[src/va3_pkg.sv]
// Shared constants, widths and the arctangent table for the vector angle block.
`timescale 1ns / 1ps
package va3_pkg;

    localparam int MAG_W    = 64;
    localparam int ROOT_W   = 32;
    localparam int COS_FRAC = 30;
    localparam int DEG_FRAC = 24;
    localparam int XY_W     = 33;
    localparam int Z_W      = 32;
    localparam int SIDE_W   = 2;

    // Elementary rotation angles atan(2^-i), in units of 2^-24 degree.
    function automatic logic [31:0] va3_atan_q24(input int i);
        logic [31:0] v;
        case (i)
            0:  v = 32'd754974720;
            1:  v = 32'd445687602;
            2:  v = 32'd235489088;
            3:  v = 32'd119537938;
            4:  v = 32'd60000934;
            5:  v = 32'd30029717;
            6:  v = 32'd15018523;
            7:  v = 32'd7509720;
            8:  v = 32'd3754917;
            9:  v = 32'd1877466;
            10: v = 32'd938734;
            11: v = 32'd469367;
            12: v = 32'd234684;
            13: v = 32'd117342;
            14: v = 32'd58671;
            15: v = 32'd29335;
            16: v = 32'd14668;
            17: v = 32'd7334;
            18: v = 32'd3667;
            19: v = 32'd1833;
            20: v = 32'd917;
            21: v = 32'd458;
            22: v = 32'd229;
            23: v = 32'd115;
            24: v = 32'd57;
            25: v = 32'd29;
            26: v = 32'd14;
            27: v = 32'd7;
            28: v = 32'd4;
            29: v = 32'd2;
            30: v = 32'd1;
            default: v = 32'd0;
        endcase
        return v;
    endfunction

endpackage

[src/va3_div_cell.sv]
// One quotient-bit cell of the pipelined restoring divider.
`timescale 1ns / 1ps
module va3_div_cell
    import va3_pkg::*;
#(
    parameter int K = 0
)
(
    input  logic              clk,
    input  logic              rst_n,
    input  logic              en,
    input  logic              in_vld,
    input  logic [ROOT_W-1:0] in_rem,
    input  logic [ROOT_W-1:0] in_div,
    input  logic [ROOT_W-1:0] in_num,
    input  logic [ROOT_W-1:0] in_q,
    input  logic [SIDE_W-1:0] in_side,
    output logic              out_vld,
    output logic [ROOT_W-1:0] out_rem,
    output logic [ROOT_W-1:0] out_div,
    output logic [ROOT_W-1:0] out_num,
    output logic [ROOT_W-1:0] out_q,
    output logic [SIDE_W-1:0] out_side
);

    localparam int B = ROOT_W - 1 - K;

    logic [ROOT_W:0]   t;
    logic [ROOT_W:0]   diff;
    logic [ROOT_W-1:0] rem_next;
    logic [ROOT_W-1:0] q_next;
    logic              vld_reg;
    logic [ROOT_W-1:0] rem_reg;
    logic [ROOT_W-1:0] div_reg;
    logic [ROOT_W-1:0] num_reg;
    logic [ROOT_W-1:0] q_reg;
    logic [SIDE_W-1:0] side_reg;

    always_comb
    begin
        t      = {in_rem, in_num[B]};
        diff   = t - {1'b0, in_div};
        q_next = in_q;
        if (t >= {1'b0, in_div})
        begin
            rem_next  = diff[ROOT_W-1:0];
            q_next[B] = 1'b1;
        end
        else
        begin
            rem_next = t[ROOT_W-1:0];
        end
    end

    always_ff @(posedge clk or negedge rst_n)
    begin
        if (!rst_n)
        begin
            vld_reg <= 1'b0;
        end
        else if (en)
        begin
            vld_reg <= in_vld;
        end
    end

    always_ff @(posedge clk)
    begin
        if (en)
        begin
            rem_reg  <= rem_next;
            div_reg  <= in_div;
            num_reg  <= in_num;
            q_reg    <= q_next;
            side_reg <= in_side;
        end
    end

    assign out_vld  = vld_reg;
    assign out_rem  = rem_reg;
    assign out_div  = div_reg;
    assign out_num  = num_reg;
    assign out_q    = q_reg;
    assign out_side = side_reg;

endmodule

[config.mk]
export PLATFORM = sky130hd
export DESIGN_NAME = va3_div_cell
export DESIGN_NICKNAME = d
export VERILOG_FILES = /design/src/va3_pkg.sv /design/src/va3_div_cell.sv
export SDC_FILE = /design/constraint.sdc
export NUM_CORES = 1
export LEC_CHECK = 0
export BUFFER_PORTS_ARGS = -buffer_cell sky130_fd_sc_hd__buf_2
export CAP_MARGIN = 40
export CORE_MARGIN = 8
export CORE_UTILIZATION = 30
export CTS_CLUSTER_SIZE = 14
export DETAILED_ROUTE_END_ITERATION = 7
export SYNTH_ARGS = -nofsm -noshare
export SYNTH_HDL_FRONTEND = slang
export SYNTH_SLANG_ARGS = --single-unit
[constraint.sdc]
create_clock -name clk -period 2.12 [get_ports clk]
set_input_delay 0.424 -clock clk [delete_from_list [all_inputs] [get_ports clk]]
set_output_delay 0.424 -clock clk [all_outputs]
set_load 0.01 [all_outputs]
; ---- Yosys cells after proc, flatten, opt, wreduce, memory -nomap -nowiden
; Cells that the tools add are included.
; W data, S select, Z words.
[word_totals]
out_inout_bits = 131
reg_bits = 131
wordCells = 10
[classes]
add_sub_neg = 1
magnitude_cmp = 1
n_mux = 1
[ops]
columns = cell, count
row1 = $ge A33 B32 Y1, 1
row2 = $mux W32, 1
row3 = $sub A32 B32 Y32, 1

; ---- Depth between registers and ports, before layout
[depth]
depth_word = 2
depth_mapped = 13

; ---- Least setup slack after synthesis
; No wires, ideal clock.
[synth_path]
path_kind = input port to flip-flop
from = input in_num[31]
to = register rem_reg[28], in the netlist out_rem[28], data pin
cell_stages = 11
slack_ns = -0.743
setup_time_ns = 0.262
required_time_ns = 1.858
arrival_time_ns = 2.601
path_cell_list = inv_1 ha_1 fa_1 nor2b_1 o31a_1 o41ai_2 o41ai_2 nor2b_2 o31a_1 a211o_1 mux2_1
[synth_between]
elab_chain_len = 2
word_cells_on_any_way = 3
cone_classes = add/sub (1) / order compare (1) / mux (1)
[synth_rtl]
columns = item, line_no
row1 = start: declaration, va3_div_cell.sv:15  ; input logic [ROOT_W-1:0] in_num,
row2 = $sub A32 B32 Y32 / $ge A33 B32 Y1 (equally long branches), "va3_div_cell.sv:42, va3_div_cell.sv:44"
row3 = $mux W32 (*), va3_div_cell.sv:44  ; if (t >= {1'b0, in_div})
row4 = named net rem_next[28], va3_div_cell.sv:30  ; logic [ROOT_W-1:0] rem_next;
row5 = end signal: assignment, va3_div_cell.sv:71  ; rem_reg <= rem_next;
row6 = end: declaration, va3_div_cell.sv:33  ; logic [ROOT_W-1:0] rem_reg;
; Mark *: on every way through the listed nets, which the timed path passes. The rest lies on a longest branch.
; A chain may end at the register's enable or synchronous reset.

; ---- Final worst setup path
; Ends and elaborated chain as after synthesis.

==> flow_summary.ini <==
[status]
status = complete, but fails checks
failed_checks = negative setup slack

[clock_network]
clockBufferDepth = 2
cts-root-buf = clkbuf_16
cts_tree = built
numCtsBuffers = 17
cts_max_level = 4
cts.sinks = 131
clkSlewWorstSetupHoldPaths_ps = 60
clk_latency_ps = 420

[hold_path]
hold_class = input pin to flip-flop

[pwr]
comb_power_share_pct = 24.4
internal_power_mw = 6.09
pwr-share-seq_pct = 38.2
power.density_mw_per_mm2 = 801
clkPwrFrac_pct = 37.4
ir_drop_uv = 522
power_mw = 8.40
p_leak_nw = 4.60
swShare_pct = 27.5
p_switching_mw = 2.31

[logic_synthesis]
yosysTopAreaCell = edfxtp_1
ys_top_cells_by_area = edfxtp_1, ha_1, o21ai_0
ys_seq_area_share_pct = 62.4
ys_async_sr_fraction_pct = 0.763
synth_flop_cell = edfxtp_1
synth_top_area_share_pct = 62.0
yosysUniqueCellTypes = 57
synth_edf_count = 130
syn_inst = 493
syn_avg_cell_area_um2 = 12.8
synth_seq_cells = 131
synth_warnings = 0
syn_area_mm2 = 0.00630
syn-num-nets = 660

[placement]
hpwl_um = 16500
io_buffers = 264
globalplace.congestion = 0.845
dp_cells = 1134
placed_area_mm2 = 0.00897

[global_route]
grt_max_degree = 40
grt_pass1_vias = 5689
grt_pass1_wl_um = 31600
grtUsageTotal_pct = 15.8
grt_overflow = 0
antenna_found_initial = 3

[route]
vias = 5486
routed-wl-met2_um = 11100
wire_per_inst_um = 18.1
drt-pass1-iter-count = 4
wl_met3_um = 1600
via_per_inst = 4.61
wirelength_met1_um = 8530
drt_iter0_drc = 221
routed.top_layer = met5
drc_errors = 0
antenna_left = 0
wirelength_um = 21600

[final_layout]
diodes = 0
fin_area_mm2 = 0.0105
final_cell_count_no_fill = 1190
mostFrequentLayoutCells = buf_2, edfxtp_1, buf_4
fin_nets = 1069
regArea_mm2 = 0.00393
utilization_pct = 50.3
final_common_cell = buf_2
post_route_cells_drive_above_1_share_pct = 59.3
multi_input_area_mm2 = 0.00272
area_delta_synth_final_pct = 66.5
nFillCells = 1853

[sta]
post-route-min-period_ps = 2550
fmax_mhz = 392
worst_slew_pin_slew_ps = 384
clock-skew-final_ps = 0
rsz0062_at_grt = yes
final-max-slew-violation-count = 0
hold_viol = 0
finalCritPeriodShare_pct = 120
setup_total_negative_slack_ps = -7660
worst_slack_ps = -434
slew_headroom_pct = 74.1
finalSetupViolations = 33

[floorplanning]
start_util_pct = 30.2
die_x_um = 161
core_mm2 = 0.0208
die_h_um = 161
rows = 53
die-area_mm2 = 0.0259
ioPinCount = 265

[setup_path]
worst-endpoint-arrival_ps = 2720
crit_fanout = 2
crit_type = input pin to flip-flop
cp-start-kind = input pin
cp.required_ps = 2290
cp-end-kind = flip-flop

[run]
maxCapViolCount = 0
-- power groups by stage --
stage | combinational, mW | sequential, mW | clock [mW]
finish | 2.04 | 3.21 | 3.14
global route | 2.21 | 3.24 | 3.30
CTS | 1.88 | 3.21 | 3.23
detailed placement | 1.72 | 3.27 | 0
global placement | 1.71 | 3.26 | 0
floorplan | 0.662 | 3.42 | 0
-- path summary, 6_finish.rpt --
check,startpoint,end,slack [ps],depth (start not counted)
setup / recovery,in_num[31],out_rem[28],-430,14
hold / removal,in_num[21],out_num[21],170,1
setup reg to reg,out_vld,out_vld,1380,1
hold reg to reg,out_vld,out_vld,520,1
max in group asynchronous,rst_n,out_vld,1720,2
min in group asynchronous,rst_n,out_vld,310,2
-- per-layer routing --
layer | up-vias | GRT usage [%]
met5 | - | 0
met4 | 6 | 4.46
met3 | 27 | 5.50
met2 | 194 | 28.1
met1 | 2603 | 17.4
li1 | 2656 | -
-- per-stage QoR --
| step | worst slack [ps] | hold slack (ps) |
|---|---|---|
| after floorplan | -641 | 128 |
| after CTS | -518 | 152 |
| after global placement | -1030 | 199 |
| after global routing | -551 | 152 |
| final | -434 | 174 |
| after detailed placement | -1080 | 203 |
-- cells by family after synthesis --
kind of cell	share of synthesized area (%)
buffers and inverters	3.72
adder cells (fa/ha/maj)	6.68
multiplexers	0.874
AND/OR/NAND/NOR	8.80
XOR/XNOR	3.76
AO/OA/AOI/OAI	13.8
flip-flops	62.4
-- state kept, by name (all words and copies together), names as in the netlist --
| signal | cells |
|---|---|
| out_vld | 1 |
| out_side | 2 |
| out_rem | 32 |
| out_num | 32 |
| out_div | 32 |
| out_q | 32 |
-- critical path, stage by stage --
cell	delay, ps
buf_12	110
inv_12	40
ha_4	120
fa_2	220
nor2b_4	50
o31a_1	280
o41ai_4	300
o41ai_4	120
nor2b_2	170
o31a_1	210
buf_4	140
nor4b_1	40
a211o_1	210
mux2_1	270
-- synth_stat cells (2+ instances only) --
master	number
nor4_1	4
nand2b_1	6
edfxtp_1	130
mux2_2	3
buf_2	13
o21a_1	8
o41ai_2	2
a31oi_1	5
o21ai_2	2
nand4_1	12
a21oi_1	22
o21ai_0	45
ha_1	32
nand2_1	43
xnor2_1	16
o31a_1	3
a21o_1	19
and3_1	5
clkbuf_1	8
nor3_1	4
nor2_1	15
nand3_1	9
inv_1	37
xor2_1	11
nor2b_1	7
-- cell type report --
| cell class | instances | area share [%] |
|---|---|---|
| sequential | 131 | 37.5 |
| multi-input combinational | 304 | 26.0 |
| timing repair buffer | 411 | 25.8 |
| clock buffer | 18 | 4.09 |
| tap | 275 | 3.28 |
| clock inverter | 14 | 1.81 |
| inverter | 37 | 1.52 |
-- what timing repair did --
item | CTS | global route
gates resized for setup | 73 | 69
hold buffers | 1 | 0
pin swaps | 38 | 25
endpoints found under the hold margin | 1 | 0
gates cloned | 0 | 4
setup buffers | 14 | 8
setup endpoints to repair | 33 | 33
Power figures use the tool's default switching activity.
