===== config.mk =====
export PLATFORM = sky130hd
export DESIGN_NAME = va3_cordic_cell
export DESIGN_NICKNAME = d
export VERILOG_FILES = /design/src/va3_pkg.sv /design/src/va3_cordic_cell.sv
export SDC_FILE = /design/constraint.sdc
export NUM_CORES = 1
export LEC_CHECK = 0
export BUFFER_PORTS_ARGS = -buffer_cell sky130_fd_sc_hd__clkbuf_2
export CORE_MARGIN = 1
export CORE_UTILIZATION = 56
export CTS_CLUSTER_SIZE = 8
export DETAILED_ROUTE_END_ITERATION = 7
export PLACE_DENSITY = 0.87
export SLEW_MARGIN = 20
export SYNTH_ARGS = -nofsm -noshare
export SYNTH_HDL_FRONTEND = slang
export SYNTH_SLANG_ARGS = --single-unit

===== constraint.sdc =====
create_clock -name clk -period 0.8 [get_ports clk]
set_input_delay 0.16 -clock clk [delete_from_list [all_inputs] [get_ports clk]]
set_output_delay 0.16 -clock clk [all_outputs]
set_load 0.05 [all_outputs]

===== src/va3_pkg.sv =====
// Shared constants, widths and the arctangent table for the vector angle block.
`timescale 1ns / 1ps
package va3_pkg;

    localparam int MAG_W    = 64;
    localparam int ROOT_W   = 32;
    localparam int COS_FRAC = 30;
    localparam int DEG_FRAC = 24;
    localparam int XY_W     = 33;
    localparam int Z_W      = 32;
    localparam int SIDE_W   = 2;

    // Elementary rotation angles atan(2^-i), in units of 2^-24 degree.
    function automatic logic [31:0] va3_atan_q24(input int i);
        logic [31:0] v;
        case (i)
            0:  v = 32'd754974720;
            1:  v = 32'd445687602;
            2:  v = 32'd235489088;
            3:  v = 32'd119537938;
            4:  v = 32'd60000934;
            5:  v = 32'd30029717;
            6:  v = 32'd15018523;
            7:  v = 32'd7509720;
            8:  v = 32'd3754917;
            9:  v = 32'd1877466;
            10: v = 32'd938734;
            11: v = 32'd469367;
            12: v = 32'd234684;
            13: v = 32'd117342;
            14: v = 32'd58671;
            15: v = 32'd29335;
            16: v = 32'd14668;
            17: v = 32'd7334;
            18: v = 32'd3667;
            19: v = 32'd1833;
            20: v = 32'd917;
            21: v = 32'd458;
            22: v = 32'd229;
            23: v = 32'd115;
            24: v = 32'd57;
            25: v = 32'd29;
            26: v = 32'd14;
            27: v = 32'd7;
            28: v = 32'd4;
            29: v = 32'd2;
            30: v = 32'd1;
            default: v = 32'd0;
        endcase
        return v;
    endfunction

endpackage


===== src/va3_cordic_cell.sv =====
// One rotation cell of the vectoring CORDIC that yields the arc cosine.
`timescale 1ns / 1ps
module va3_cordic_cell
    import va3_pkg::*;
#(
    parameter int I = 0
)
(
    input  logic                   clk,
    input  logic                   rst_n,
    input  logic                   en,
    input  logic                   in_vld,
    input  logic signed [XY_W-1:0] in_x,
    input  logic signed [XY_W-1:0] in_y,
    input  logic signed [Z_W-1:0]  in_z,
    input  logic [SIDE_W-1:0]      in_side,
    output logic                   out_vld,
    output logic signed [XY_W-1:0] out_x,
    output logic signed [XY_W-1:0] out_y,
    output logic signed [Z_W-1:0]  out_z,
    output logic [SIDE_W-1:0]      out_side
);

    localparam logic signed [Z_W-1:0] ANG = $signed(va3_atan_q24(I));

    logic signed [XY_W-1:0] dx;
    logic signed [XY_W-1:0] dy;
    logic signed [XY_W-1:0] x_next;
    logic signed [XY_W-1:0] y_next;
    logic signed [Z_W-1:0]  z_next;
    logic                   vld_reg;
    logic signed [XY_W-1:0] x_reg;
    logic signed [XY_W-1:0] y_reg;
    logic signed [Z_W-1:0]  z_reg;
    logic [SIDE_W-1:0]      side_reg;

    always_comb
    begin
        dx = in_y >>> I;
        dy = in_x >>> I;
        if (in_y > 0)
        begin
            x_next = in_x + dx;
            y_next = in_y - dy;
            z_next = in_z + ANG;
        end
        else
        begin
            x_next = in_x - dx;
            y_next = in_y + dy;
            z_next = in_z - ANG;
        end
    end

    always_ff @(posedge clk or negedge rst_n)
    begin
        if (!rst_n)
        begin
            vld_reg <= 1'b0;
        end
        else if (en)
        begin
            vld_reg <= in_vld;
        end
    end

    always_ff @(posedge clk)
    begin
        if (en)
        begin
            x_reg    <= x_next;
            y_reg    <= y_next;
            z_reg    <= z_next;
            side_reg <= in_side;
        end
    end

    assign out_vld  = vld_reg;
    assign out_x    = x_reg;
    assign out_y    = y_reg;
    assign out_z    = z_reg;
    assign out_side = side_reg;

endmodule


==> metrics.csv, run 1 <==
metric,value,unit
CTS HTree Levels,3,
asr flop ratio synth,0.0100,
Post-Syn Instances,994,
hold-fix buffer count after cts,27,
Yosys top cell area share,0.334,
post-synthesis register bit count,100,
Clock Path Buffers,2,
Die H,128,µm
status,stopped before the end,
Post-CTS Setup Inserts,56,
Mapped Area,8900,µm²
Rows,45,
Post-synth top flop,edfxtp_1,
stop err,"[ERROR DPL-0038] Utilization greater than 100%, impossible to legalize",
sequential share of the synthesized area,0.337,
Yosys top cell by area,edfxtp_1,
synthesized area per cell,8.96,µm²
synth top area cells,"edfxtp_1 (33%), ha_1 (14%), a21oi_1 (6.1%)",
Post-DP HPWL,27.4,mm
Post-DP Area,13300,µm²
Die Wd,128,µm
number of buffers added on ports,204,
CTS Buf Count,9,
number of synthesized flops with an enable pin,99,
Failed at,clock tree synthesis,
Netlist cell types,68,
clock root cell,clkbuf_16,
Synth Net Count,1204,
gpl congestion,1.06,
post-cts resize count,411,
Ports,205,
Initial Util,0.579,
"Warnings, synthesis",0,
clock sink total,100,
==> Yosys cell counts, drive strengths merged (2+ instances only) <==
cell type	number
mux2	2
nor4	16
nor3	18
fa	4
o41ai	2
nand2b	8
o31ai	4
or2	5
o221ai	7
a221oi	5
nor2b	10
a311oi	6
and4	3
a21bo	2
and2	4
ha	102
nand4	15
a211oi	7
o22ai	5
o21ai	62
o221a	2
nor2	82
a31oi	13
xnor2	58
a21o	24
edfxtp	99
clkinv	3
o311ai	2
a2111oi	2
mux2i	18
a211o	9
a21oi	110
o211ai	12
clkbuf	25
nand2	53
and3	4
inv	97
o21bai	25
nand3	13
buf	18
or4	5
o21a	4
or3	10
xor2	9
==> metrics by stage <==
stage / hold slack [ns] / std cells / utilization / setup slack, ns
2_1_floorplan: -0.136 / 994 / - / -1.70
3_3_place_gp: -0.0639 / 1692 / 0.865 / -1.99
3_5_place_dp: -0.0635 / 1692 / 0.865 / -2.24
==> logic make-up after synthesis <==
family                   after synthesis  synth area share
buffers and inverters                143            0.0627
adder cells (fa/ha/maj)              106             0.152
AND/OR/NAND/NOR                      246             0.136
flip-flops                           100             0.337
multiplexers                          20            0.0228
AO/OA/AOI/OAI                        312             0.224
XOR/XNOR                              67            0.0659
==> run 2, diff against run 1 <==
CORE_UTILIZATION = 40   (was 56)
CTS_CLUSTER_SIZE = default   (was 8)
PLACE_DENSITY = default   (was 0.87)
PLACE_DENSITY_LB_ADDON = 0.15   (was default)
==> run 2 against run 1 <==
Effect of this change: the flow now finishes, with violations (negative setup slack); area after synthesis stayed put; synthesized cell count stayed put.
==> metrics.csv, run 2 <==
metric,value,unit,change
setup TNS,-129.63,ns,
routed vias/inst,5.63,,
clock sink total,100,,unchanged
vias in the first global route,10600,,
vias,10800,,
"Slew Viols, Final",0,,
HP Class,primary input to flop,,
Tot GR Track Use,0.329,,
CTS HTree Levels,3,,unchanged
synthesized area per cell,8.96,µm²,unchanged
clock root cell,clkbuf_16,,unchanged
Mapped Area,8900,µm²,unchanged
Clock Path Buffers,2,,unchanged
Crit path largest cell delay,0.37,ns,
DR iter-0 viols,997,,
GRT overflow,0,,
slew margin rel.,0.652,,
most frequent cells in the layout,"buf_4 (361), edfxtp_1 (99), inv_1 (78)",,
layout cells sized above 1,0.570,,
failing checks,negative setup slack,,
number of synthesized flops with an enable pin,99,,unchanged
Critical Path Slowest Stage Cell,ha_4,,
Die Area,22900,µm²,
fin crit period,2.43,ns,
Post-DP HPWL,26.3,mm,was 27.4 mm
Synth Net Count,1204,,unchanged
Die H,151,µm,was 128 µm
Setup Crit Path Kind,primary input to flop,,
first-pass GRT wire length,56.7,mm,
Residual DRC,0,,
gpl congestion,0.946,,was 1.06
initial antenna violation count,0,,
Final setup viols,173,,
Final Hold Viols,0,,
final hold slack,0.0190,ns,
Post-Layout Cell Count,1913,,
RSZ-0062 raised after global routing,true,,
most common cell in the netlist,a21oi_1,,unchanged
Core Area,21800,µm²,
"most common cell after layout, fill and taps aside",buf_4,,
Ports,205,,unchanged
Initial Util,0.408,,was 0.579
WL per Instance,21.0,µm,
fmax,411,MHz,
Netlist cell types,68,,unchanged
Yosys top cell area share,0.334,,unchanged
asr flop ratio synth,0.0100,,unchanged
crit-path cells,clkbuf_16 -> buf_12 -> inv_12 -> ha_4 -> nand2b_1 -> a211o_1 -> buf_4 -> o21ai_4 -> nor2_4 -> o21ai_4 -> a311oi_4 -> buf_4 -> o311ai_4 -> and4_1 -> nor3_1,,
Crit Path Max Fanout,9,,
Crit path max-delay family,compound AO/OA/AOI/OAI gates,,
clock-pin slew on the worst setup and hold paths,0.08,ns,
clk_lat worst skew,0.37,ns,
"Warnings, synthesis",0,,unchanged
Startpoint Class,primary input,,
Worst Setup End Kind,flop,,
sequential share of the synthesized area,0.337,,unchanged
Rows,54,,was 45
DR pass1 iterations,5,,
crit path buf inv count,5,,
Commonest cells post-synth,"a21oi_1 (109), ha_1 (102), edfxtp_1 (99)",,unchanged
pwr dens,1550,nW/µm²,
Layout Utilization,0.812,,
Least-Margin Pin Slew,0.517,ns,
Post-synth top flop,edfxtp_1,,unchanged
# nets final,1838,,
clk_skew,0,ns,
CP required,0.92,ns,
drt total wl,40.2,mm,
Final WS setup,-1.63,ns,
post-synthesis register bit count,100,,unchanged
P_leak,0.00785,µW,
max cap viols,0,,
number of buffers added on ports,204,,unchanged
max reg flops,33,,
Syn-to-layout area delta,99.0,%,
status,"finished, violations left",,was stopped before the end
Yosys top cell by area,edfxtp_1,,unchanged
placed insts,1776,,"was 1,692"
pin count of the biggest net entering global routing,32,,
Antenna Nets Post-Route,0,,
final period utilization,3.04,,
Die Wd,151,µm,was 128 µm
n_diodes,0,,
CTS tree,done,,
CP arrival,2.56,ns,
CTS Buf Count,9,,unchanged
peak supply drop,1.19,mV,
Post-Syn Instances,994,,unchanged
synth top area cells,"edfxtp_1 (33%), ha_1 (14%), a21oi_1 (6.1%)",,unchanged
-- run 2: cell counts after synthesis --
Identical to the previous run, type by type.
-- run 2: kinds of logic after synthesis --
group	share of synthesized area
muxes	0.0228
DFF	0.337
buffers and inverters	0.0627
adders and majority gates	0.152
and+or+nand+nor	0.136
AOI/OAI and AO/OA	0.224
xor gates and xnor gates	0.0659
-- run 2: final timing paths --
kind	start	end	slack, ns	cells past startpoint
worst min-delay path	in_vld	out_vld	0.02	2
worst min register to register	out_vld	out_vld	0.57	1
min in group asynchronous	rst_n	out_vld	0.10	2
worst max-delay path	in_x[4]	out_x[31]	-1.63	15
worst max register to register	out_vld	out_vld	0	1
max in group asynchronous	rst_n	out_vld	0.61	2
-- run 2: layout make-up --
class                           instances  area [µm²]
Inverter                              100         449
Clock buffer                            9         225
Multi-Input combinational cell        751        7290
Clock inverter                          7        86.3
Tap cell                              280         350
Fill cell                            1236        4100
Timing Repair Buffer                  666        6320
Sequential cell                       100        3000
-- run 2: timing repair --
action | CTS | global route
hold buffers | 27 | 0
hold endpoints to repair | 27 | 0
gates cloned | 7 | 1
endpoints found under the setup margin | 172 | 172
pin swaps | 100 | 91
gates resized for setup | 444 | 205
setup buffers | 56 | 44
-- run 2: per-layer routing --
metal	GRT usage	part of all wire
met3	0.0506	0.071
met1	0.395	0.39
met4	0.155	0.049
met5	0	0
met2	0.573	0.49
-- run 2: metrics by stage --
| stage | setup WS (ns) | power [µW] | instance area [µm²] |
|---|---|---|---|
| after global placement | -2.02 | 18300 | 13500 |
| after global routing | -1.67 | 28400 | 17700 |
| after floorplan | -1.70 | 14200 | 9850 |
| after CTS | -1.55 | 25900 | 16600 |
| after detailed placement | -2.06 | 18400 | 13500 |
| final | -1.63 | 27400 | 17700 |
-- run 2: report_power, final --
part,switching (µW),total (µW),internal [µW]
registers,446,7240,6790
clock network,2390,4650,2270
logic,8380,15600,7170
total,11200,27400,16200
(Power assumes the default switching activity.)
